===== config.mk =====
export PLATFORM = sky130hd
export DESIGN_NAME = signed_int64_to_decimal_ascii
export DESIGN_NICKNAME = d
export VERILOG_FILES = /design/src/hw/rtl/s64dec_pkg.sv /design/src/hw/rtl/s64dec_dp.sv /design/src/hw/rtl/s64dec_ctrl.sv /design/src/hw/rtl/signed_int64_to_decimal_ascii.sv
export SDC_FILE = /design/constraint.sdc
export NUM_CORES = 1
export LEC_CHECK = 0
export ABC_AREA = 1
export BUFFER_PORTS_ARGS = -buffer_cell sky130_fd_sc_hd__buf_2
export CAP_MARGIN = 20
export CORE_MARGIN = 3
export CORE_UTILIZATION = 35
export DETAILED_ROUTE_END_ITERATION = 8
export PLACE_DENSITY_LB_ADDON = 0.15
export SLEW_MARGIN = 10
export SYNTH_ARGS = -nofsm -noshare
export SYNTH_HDL_FRONTEND = slang
export SYNTH_HIERARCHICAL = 1
export SYNTH_SLANG_ARGS = --single-unit

===== constraint.sdc =====
create_clock -name clk -period 7.98 [get_ports clk]
set_input_delay 1.596 -clock clk [delete_from_list [all_inputs] [get_ports clk]]
set_output_delay 1.596 -clock clk [all_outputs]
set_load 0.05 [all_outputs]

===== src/hw/rtl/s64dec_pkg.sv =====
package s64dec_pkg;

  // Field and storage widths.
  localparam int unsigned MAG_W  = 64;
  localparam int unsigned NDIG   = 19;
  localparam int unsigned BCD_W  = 4 * NDIG;
  localparam int unsigned ITER_W = 6;
  localparam int unsigned LEN_W  = 5;
  localparam int unsigned CHAR_W = 8;
  localparam int unsigned BUF_W  = 7;
  localparam int unsigned ADDR_W = 3;
  localparam int unsigned DATA_W = 32;

  // Character codes.
  localparam logic [CHAR_W-1:0] CH_MINUS = 8'h2D;
  localparam logic [3:0]        CH_DIGIT_HI = 4'h3;
  localparam logic [CHAR_W-1:0] CH_NONE  = 8'h00;

  // Register map and reset value.
  localparam logic            REG_BUFFER_SIZE = 1'b0;
  localparam logic [BUF_W-1:0] BUF_RESET      = 7'd64;

  // Commands from the controller to the datapath.
  typedef struct packed {
    logic load;
    logic shift;
    logic size;
    logic emit;
  } cmd_t;

  // Status from the datapath to the controller.
  typedef struct packed {
    logic cur_last;
  } sts_t;

endpackage


===== src/hw/rtl/s64dec_dp.sv =====
module s64dec_dp (
  input  logic                            clk,
  input  s64dec_pkg::cmd_t                cmd,
  output s64dec_pkg::sts_t                sts,
  input  logic [s64dec_pkg::MAG_W-1:0]    value,
  input  logic [s64dec_pkg::BUF_W-1:0]    buffer_size,
  output logic [s64dec_pkg::CHAR_W-1:0]   char_code,
  output logic                            last_char,
  output logic [s64dec_pkg::LEN_W-1:0]    total_length,
  output logic                            too_long
);

  logic [s64dec_pkg::MAG_W-1:0]  mag_r;
  logic [s64dec_pkg::BCD_W-1:0]  bcd_r;
  logic                          neg_r;
  logic [s64dec_pkg::LEN_W-1:0]  len_r;
  logic                          too_r;
  logic [s64dec_pkg::LEN_W-1:0]  pos_r;
  logic [s64dec_pkg::CHAR_W-1:0] char_r;
  logic                          last_r;
  logic [s64dec_pkg::LEN_W-1:0]  olen_r;
  logic                          otoo_r;

  logic [s64dec_pkg::BCD_W-1:0]  bcd_adj;
  logic [s64dec_pkg::LEN_W-1:0]  top_dig;
  logic [s64dec_pkg::LEN_W-1:0]  ndig;
  logic [s64dec_pkg::LEN_W-1:0]  textlen;
  logic [s64dec_pkg::LEN_W-1:0]  didx;
  logic [3:0]                    digit;
  logic                          is_minus;
  logic                          cur_last;

  // Add three to every digit of five or more before the shift.
  always_comb begin
    for (int i = 0; i < s64dec_pkg::NDIG; i++) begin
      if (bcd_r[4*i +: 4] >= 4'd5) begin
        bcd_adj[4*i +: 4] = bcd_r[4*i +: 4] + 4'd3;
      end else begin
        bcd_adj[4*i +: 4] = bcd_r[4*i +: 4];
      end
    end
  end

  // Position of the highest nonzero digit; zero still has one digit.
  always_comb begin
    top_dig = '0;
    for (int i = 0; i < s64dec_pkg::NDIG; i++) begin
      if (bcd_r[4*i +: 4] != 4'd0) begin
        top_dig = s64dec_pkg::LEN_W'(i + 1);
      end
    end
    ndig    = (top_dig == '0) ? s64dec_pkg::LEN_W'(1) : top_dig;
    textlen = ndig + {{(s64dec_pkg::LEN_W-1){1'b0}}, neg_r};
  end

  // Character at the current text position.
  always_comb begin
    is_minus = neg_r && (pos_r == '0);
    didx     = len_r - s64dec_pkg::LEN_W'(1) - pos_r;
    digit    = bcd_r[{didx, 2'b00} +: 4];
    cur_last = too_r || (pos_r == (len_r - s64dec_pkg::LEN_W'(1)));
  end

  // Conversion registers.
  always_ff @(posedge clk) begin
    if (cmd.load) begin
      neg_r <= value[s64dec_pkg::MAG_W-1];
      mag_r <= value[s64dec_pkg::MAG_W-1] ? (~value + s64dec_pkg::MAG_W'(1)) : value;
      bcd_r <= '0;
    end else if (cmd.shift) begin
      bcd_r <= {bcd_adj[s64dec_pkg::BCD_W-2:0], mag_r[s64dec_pkg::MAG_W-1]};
      mag_r <= {mag_r[s64dec_pkg::MAG_W-2:0], 1'b0};
    end
    if (cmd.size) begin
      len_r <= textlen;
      too_r <= ({{(s64dec_pkg::BUF_W-s64dec_pkg::LEN_W){1'b0}}, textlen} >= buffer_size);
      pos_r <= '0;
    end else if (cmd.emit) begin
      pos_r <= pos_r + s64dec_pkg::LEN_W'(1);
    end
  end

  // Output register, loaded with one beat at a time.
  always_ff @(posedge clk) begin
    if (cmd.emit) begin
      if (too_r) begin
        char_r <= s64dec_pkg::CH_NONE;
        olen_r <= '0;
      end else begin
        char_r <= is_minus ? s64dec_pkg::CH_MINUS : {s64dec_pkg::CH_DIGIT_HI, digit};
        olen_r <= len_r;
      end
      last_r <= cur_last;
      otoo_r <= too_r;
    end
  end

  assign sts.cur_last = cur_last;
  assign char_code    = char_r;
  assign last_char    = last_r;
  assign total_length = olen_r;
  assign too_long     = otoo_r;

endmodule


===== src/hw/rtl/s64dec_ctrl.sv =====
module s64dec_ctrl (
  input  logic             clk,
  input  logic             rst_n,
  input  logic             in_valid,
  output logic             in_ready,
  output logic             out_valid,
  input  logic             out_ready,
  input  s64dec_pkg::sts_t sts,
  output s64dec_pkg::cmd_t cmd
);

  typedef enum logic [1:0] {
    ST_IDLE,
    ST_CONV,
    ST_SIZE,
    ST_EMIT
  } state_t;

  state_t                        state_r, state_nxt;
  logic [s64dec_pkg::ITER_W-1:0] cnt_r, cnt_nxt;
  logic                          out_valid_r, out_valid_nxt;
  logic                          out_free;

  // The output register can take a beat when empty or being drained.
  assign out_free = !out_valid_r || out_ready;
  assign in_ready = (state_r == ST_IDLE);

  // Next state and commands.
  always_comb begin
    state_nxt     = state_r;
    cnt_nxt       = cnt_r;
    out_valid_nxt = out_valid_r && !out_ready;
    cmd           = '0;
    case (state_r)
      ST_IDLE: begin
        if (in_valid) begin
          cmd.load  = 1'b1;
          cnt_nxt   = '0;
          state_nxt = ST_CONV;
        end
      end
      ST_CONV: begin
        cmd.shift = 1'b1;
        cnt_nxt   = cnt_r + s64dec_pkg::ITER_W'(1);
        if (cnt_r == '1) begin
          state_nxt = ST_SIZE;
        end
      end
      ST_SIZE: begin
        cmd.size  = 1'b1;
        state_nxt = ST_EMIT;
      end
      ST_EMIT: begin
        if (out_free) begin
          cmd.emit      = 1'b1;
          out_valid_nxt = 1'b1;
          if (sts.cur_last) begin
            state_nxt = ST_IDLE;
          end
        end
      end
      default: begin
        state_nxt = ST_IDLE;
      end
    endcase
  end

  // State and registered outputs.
  always_ff @(posedge clk) begin
    if (!rst_n) begin
      state_r     <= ST_IDLE;
      cnt_r       <= '0;
      out_valid_r <= 1'b0;
    end else begin
      state_r     <= state_nxt;
      cnt_r       <= cnt_nxt;
      out_valid_r <= out_valid_nxt;
    end
  end

  assign out_valid = out_valid_r;

  // An accepted beat starts the conversion.
  a_accept_conv: assert property (@(posedge clk) disable iff (!rst_n)
    (in_valid && in_ready) |=> (state_r == ST_CONV) && (cnt_r == '0))
    else $error("accepted beat did not start conversion");

  // The shift counter steps by one through the conversion.
  a_conv_count: assert property (@(posedge clk) disable iff (!rst_n)
    (state_r == ST_CONV) && (cnt_r != '1) |=>
      (state_r == ST_CONV) && (cnt_r == $past(cnt_r) + s64dec_pkg::ITER_W'(1)))
    else $error("conversion counter skipped");

  // A new beat never overwrites one that is stalled at the output.
  a_no_overwrite: assert property (@(posedge clk) disable iff (!rst_n)
    cmd.emit |-> out_free)
    else $error("output register overwritten while stalled");

  // Sizing always leads straight to emission.
  a_size_emit: assert property (@(posedge clk) disable iff (!rst_n)
    (state_r == ST_SIZE) |=> (state_r == ST_EMIT))
    else $error("sizing not followed by emission");

endmodule


===== src/hw/rtl/signed_int64_to_decimal_ascii.sv =====
// Channel | Direction | Payload                                          | Handshake
// in      | input     | in_value[63:0] signed                            | in_valid/in_ready
// out     | output    | out_char_code, out_last_char, out_total_length,  | out_valid/out_ready
//         |           | out_too_long                                     |
// cfg     | input     | buffer_size at byte address 0, 7 bits            | APB, cfg_pready = 1
//
// One item is accepted, converted by a 64-step double-dabble shift of the BCD
// register, sized, and then sent as one result beat at a time, 1 to 20 beats
// per item, each beat held until the output register can take it.
// Reset is synchronous and active low; it clears the controller and sets
// buffer_size to 64. A stalled result holds in the output register; the next
// item is accepted as soon as the last beat of the current one is loaded.
module signed_int64_to_decimal_ascii (
  input  logic                             clk,
  input  logic                             rst_n,
  input  logic                             in_valid,
  output logic                             in_ready,
  input  logic signed [s64dec_pkg::MAG_W-1:0] in_value,
  output logic                             out_valid,
  input  logic                             out_ready,
  output logic [s64dec_pkg::CHAR_W-1:0]    out_char_code,
  output logic                             out_last_char,
  output logic [s64dec_pkg::LEN_W-1:0]     out_total_length,
  output logic                             out_too_long,
  input  logic                             cfg_psel,
  input  logic                             cfg_penable,
  input  logic                             cfg_pwrite,
  input  logic [s64dec_pkg::ADDR_W-1:0]    cfg_paddr,
  input  logic [s64dec_pkg::DATA_W-1:0]    cfg_pwdata,
  output logic [s64dec_pkg::DATA_W-1:0]    cfg_prdata,
  output logic                             cfg_pready
);

  logic [s64dec_pkg::BUF_W-1:0] buffer_size_r;
  s64dec_pkg::cmd_t             cmd;
  s64dec_pkg::sts_t             sts;

  // Configuration register; writes to other addresses are dropped.
  always_ff @(posedge clk) begin
    if (!rst_n) begin
      buffer_size_r <= s64dec_pkg::BUF_RESET;
    end else if (cfg_psel && cfg_penable && cfg_pwrite && cfg_pready &&
                 (cfg_paddr[2] == s64dec_pkg::REG_BUFFER_SIZE)) begin
      buffer_size_r <= cfg_pwdata[s64dec_pkg::BUF_W-1:0];
    end
  end

  // Read back.
  assign cfg_pready = 1'b1;
  assign cfg_prdata = (cfg_paddr[2] == s64dec_pkg::REG_BUFFER_SIZE) ?
      {{(s64dec_pkg::DATA_W-s64dec_pkg::BUF_W){1'b0}}, buffer_size_r} : '0;

  s64dec_ctrl u_ctrl (
    .clk       (clk),
    .rst_n     (rst_n),
    .in_valid  (in_valid),
    .in_ready  (in_ready),
    .out_valid (out_valid),
    .out_ready (out_ready),
    .sts       (sts),
    .cmd       (cmd)
  );

  s64dec_dp u_dp (
    .clk          (clk),
    .cmd          (cmd),
    .sts          (sts),
    .value        (in_value),
    .buffer_size  (buffer_size_r),
    .char_code    (out_char_code),
    .last_char    (out_last_char),
    .total_length (out_total_length),
    .too_long     (out_too_long)
  );

endmodule


# Yosys cells after proc, flatten, opt, wreduce, memory -nomap -nowiden
# Index checks and enable logic that the tools add are counted.
# Widths: inputs -> output; s select.
[word_totals]
wordCells = 167
register_bits = 183
inputBits = 106
out_inout_bits = 50
[op_classes]
n_bitwise = 2
addsub = 25
n_mux = 59
magnitude_cmp = 20
eq_ne = 9
shifts = 1
reduce_logical = 36
[op_table]
columns = ["cell", "n"]
rows = [
  ["$mux 64", 3],
  ["$mux 4", 26],
  ["$ge 4x3->1 const B", 19],
  ["$reduce_bool 4->1", 19],
  ["$shiftx 76x8->4", 1],
  ["$add 4x2->4 const B", 18],
  ["$add 64x1->64 const B", 1],
  ["$not 64->64", 1],
  ["$mux 5", 6],
  ["$mux 3", 5],
  ["$mux 2", 6],
  ["$pmux 6 s2", 1],
  ["$logic_not 5->1", 2],
  ["$mux 1", 9],
  ["$pmux 2 s4", 1],
  ["$ge 5x7->1", 1],
  ["$mux 7", 1],
  ["$add 6x1->6 const B", 1],
  ["$eq 6x6->1 const B", 1],
  ["$mux 6", 1],
  ["$add 5x1->5", 1],
  ["$add 5x1->5 const B", 1],
  ["$eq 5x5->1", 1],
  ["$logic_and 1x1->1", 5],
  ["15 further kinds", 21],
]

# Depth between registers and ports, before layout
[logic_depth]
depth_word = 24
mapped_depth = 32
mapped_depth_nobuf = 32

# Cells and area by module
# Netlist, hierarchy kept.
[by_module_without_submodules]
columns = ["mod", "instances", "area_per_inst_um2", "seq_area_each_um2", "cells_per_inst"]
rows = [
  ["s64dec_dp", 1, 11060.6, 4144.0, 1481],
  ["signed_int64_to_decimal_ascii", 1, 600.6, 140.1, 90],
  ["s64dec_ctrl", 1, 541.8, 180.2, 78],
]

# Worst setup path after synthesis
# Ideal clock, no wire load.
[synth_timing]
kind = "input port to flip-flop"
start = "input port in_valid"
end = "register u_dp/mag_r[0] (netlist name), enable pin"
required_ps = 7527
path_buffers = 2
setup_ps = 453
arrival_ps = 4175
setup_slack_ps = 3351
cell_stages = 6
path_cell_list = "nand2_1 inv_1 clkbuf_1 inv_1 nand2_1 buf_1"
[synth_lines]
columns = ["element", "line_no", "source"]
rows = [
  ["from (decl)", "signed_int64_to_decimal_ascii.sv:16", "input logic in_valid,"],
  ["to (signal assigned)", "s64dec_dp.sv:68", "mag_r <= value[s64dec_pkg::MAG_W-1] ? (~value + s64dec_pkg::MAG_W'(1)) : value;"],
  ["to (signal assigned)", "s64dec_dp.sv:72", "mag_r <= {mag_r[s64dec_pkg::MAG_W-2:0], 1'b0};"],
  ["to (decl)", "s64dec_dp.sv:13", "logic [s64dec_pkg::MAG_W-1:0] mag_r;"],
]

==> metrics.md <==
| Metric | Value |
|---|---|
| Status | `completed` |
| FF+latch count, synth | `181` |
| # port buffers | `100` |
| Cells after synthesis | `1,649` |
| HP Class | `flop to flop` |
| Vias in the first global route | `10,420` |
| Die area | `0.03714 mm²` |
| Synth area leader | `edfxtp_1` |
| Reg2Reg Setup Slack | `4360 ps` |
| H-tree levels | `4` |
| Clock sink total | `181` |
| Crit path from | `in_valid` |
| Share of layout cells above drive strength 1 | `12.46%` |
| Hold_buf cts | `0` |
| Final WL | `32,670 µm` |
| # rows | `67` |
| # setup viols final | `0` |
| Worst slew pin tran | `1000 ps` |
| Final Skew | `10.74 ps` |
| Final WS setup | `3978 ps` |
| Most common cell after layout, fill and taps aside | `nand2_1` |
| FMAX | `249.9 MHz` |
| Unrepaired setup endpoints after global routing | `no` |
| Die H | `192.7 µm` |
| Worst slack, placed | `3501 ps` |
| Sum Neg Setup Slack | `0 ps` |
| Via/cell ratio | `5.007` |
| Ys flop type | `dfxtp_1` |
| Final nets | `1,895` |
| Async SR Flop Fraction | `0%` |
| Sequential fraction of the synthesis area | `36.58%` |
| CTS clock-pin slew for the worst setup and hold paths | `70 ps` |
| FF-to-FF path depth | `11` |
| Period utilization | `50.15%` |
| Relative slew slack | `33.33%` |
| Largest net degree at the start of global routing | `93` |
| Worst setup path class | `primary input to flop` |
| Final hold violations | `0` |
| Commonest non-fill, non-tap cells in the layout | `nand2_1, inv_1, o21ai_0, nor2_1, buf_2` |
| DR WL/cell | `14.98 µm` |
| Fin. max-slew vios | `0` |
| Max-cap viol count | `0` |
| Final GP Congestion | `0.8458` |
| Fin Hold WS | `447.0 ps` |
| Post-DRT Antenna Nets | `0` |
| CP required | `8030 ps` |
| GRT overflow | `0` |
| Core Region | `0.03395 mm²` |
| R2R Path End | `u_dp/char_code[0]` |
| Crit Path Max Fanout | `58` |
| Syn_area_per_cell | `7.400 µm²` |
| I/O pin count | `156` |
| Post-synth EDFFs | `84` |
| DR pass1 iterations | `6` |
| Post_cts resized | `0` |
| Pwr dens | `310.4 mW/mm²` |
| Area share of the largest cell type after synthesis | `20.67%` |
| Setup crit end | `u_dp/mag_r[29]` |
| CP startpoint kind | `primary input` |
| Leakage | `5.692 nW` |
| Clock Tree Buf Depth | `2` |
| Worst skew pair latency | `430 ps` |
| Via count | `10,920` |
| Area added between synthesis and finish | `11.34%` |
| Fin crit period | `4002 ps` |
| Root Driver | `clkbuf_16` |
| CP arrival | `4050 ps` |
| Hold_sp | `u_dp/mag_r[63]` |
| Antenna fix cells | `0` |
| Post-layout util | `40.02%` |
| Die W | `192.7 µm` |
| Area contributors post-synth | `edfxtp_1, dfxtp_1, nand2_1` |
| Mapped Area | `0.01220 mm²` |
| Initial core utilization | `35.94%` |
| Post-CTS Setup Inserts | `0` |
| CTS tree | `built` |
| Post-detail-place hpwl | `23,350 µm` |
| Max IR drop VDD | `0.1987 mV` |
| Crit path capture type | `flop` |
| DRC | `0` |
| CTS buffer count | `17` |
| GRT Total Usage | `17.68%` |
| Unique cell type count in the Yosys netlist | `57` |
| RR Startpoint | `u_dp/len_r[0]` |
| First-pass GRT wire length | `53,210 µm` |
| Starting DRT DRC Count | `566` |
| Initial antenna violation count | `1` |
| Synth warn | `6` |
## critical path: stages
cell and delay, ps:
buf_2 80, nand2_1 70, inv_2 60, buf_4 340, clkinv_2 380, nand2_4 690
buf_4 700
## per-stage QoR
step	area, µm²	power, mW	cells
6_report	13590	4.217	2181
5_1_grt	13590	4.596	2181
4_1_cts	13590	4.256	2181
3_5_place_dp	13020	3.404	2150
3_3_place_gp	13020	3.390	2150
2_1_floorplan	12300	2.834	1674
## worst min path at each step
| stage | end | slack, ps | cells after the start |
|---|---|---|---|
| 6_report | u_dp/bcd_r[0] | 450 | 2 |
| 3_5_place_dp | u_dp/bcd_r[0] | 440 | 2 |
| 5_1_grt | u_dp/bcd_r[0] | 470 | 2 |
| 4_1_cts | u_dp/bcd_r[0] | 450 | 2 |
| 3_3_place_gp | u_dp/bcd_r[0] | 440 | 2 |
| 2_1_floorplan | u_dp/bcd_r[0] | 420 | 2 |
## kinds of logic (layout without fill, tap and decap cells)
logic type	Yosys count	after routing	share of synthesized area (%)
flip-flops	181	181	36.58
other	3	28	0.09227
buffers and inverters	324	383	10.98
AND/OR/NAND/NOR	626	626	23.21
adder cells (fa/ha/maj)	68	68	7.034
XOR/XNOR	54	54	3.876
AO/OA/AOI/OAI	393	393	18.22
## Yosys cell counts, types with 42 or more instances
master    instances
xor2_1           42
nand2_1         263
o21ai_0         175
a21oi_1          88
o22ai_1          44
edfxtp_1         84
nor2_1          159
nand3_1          93
clkbuf_1         43
ha_1             67
dfxtp_1          97
inv_1           231
## flip-flops by register name (all words and copies together) (netlist names)
signal             count
u_dp/too_long          1
buffer_size_r          7
u_dp/too_r             1
u_ctrl/state_r         2
u_dp/pos_r             5
u_dp/char_code         6
u_ctrl/out_valid       1
u_dp/mag_r            64
u_dp/neg_r             1
u_dp/len_r             5
u_dp/total_length      5
u_dp/bcd_r            76
u_dp/last_char         1
u_ctrl/cnt_r           6
## where the power goes
part           switching [mW]  internal (mW)
logic                    1.40          0.569
clock network           0.379          0.455
registers              0.0830           1.33
total                    1.87           2.35
## routing by layer
metal  up-vias  GRT usage [%]  wire (µm)
li1       5610              -          -
met1      5075          23.89      15570
met2       200          29.70      15340
met3        33          2.652       1235
met4         2          4.315        526
met5         -              0          7
## final cells by class
class | count | area (µm²)
sequential | 181 | 4464
tap | 448 | 560.5
timing repair buffer | 111 | 583.1
clock inverter | 12 | 100.1
clock buffer | 19 | 464.2
multi-input combinational | 1169 | 6506
fill | 3635 | 20360
inverter | 241 | 908.4
No activity file was read; power rests on OpenSTA's default activity.
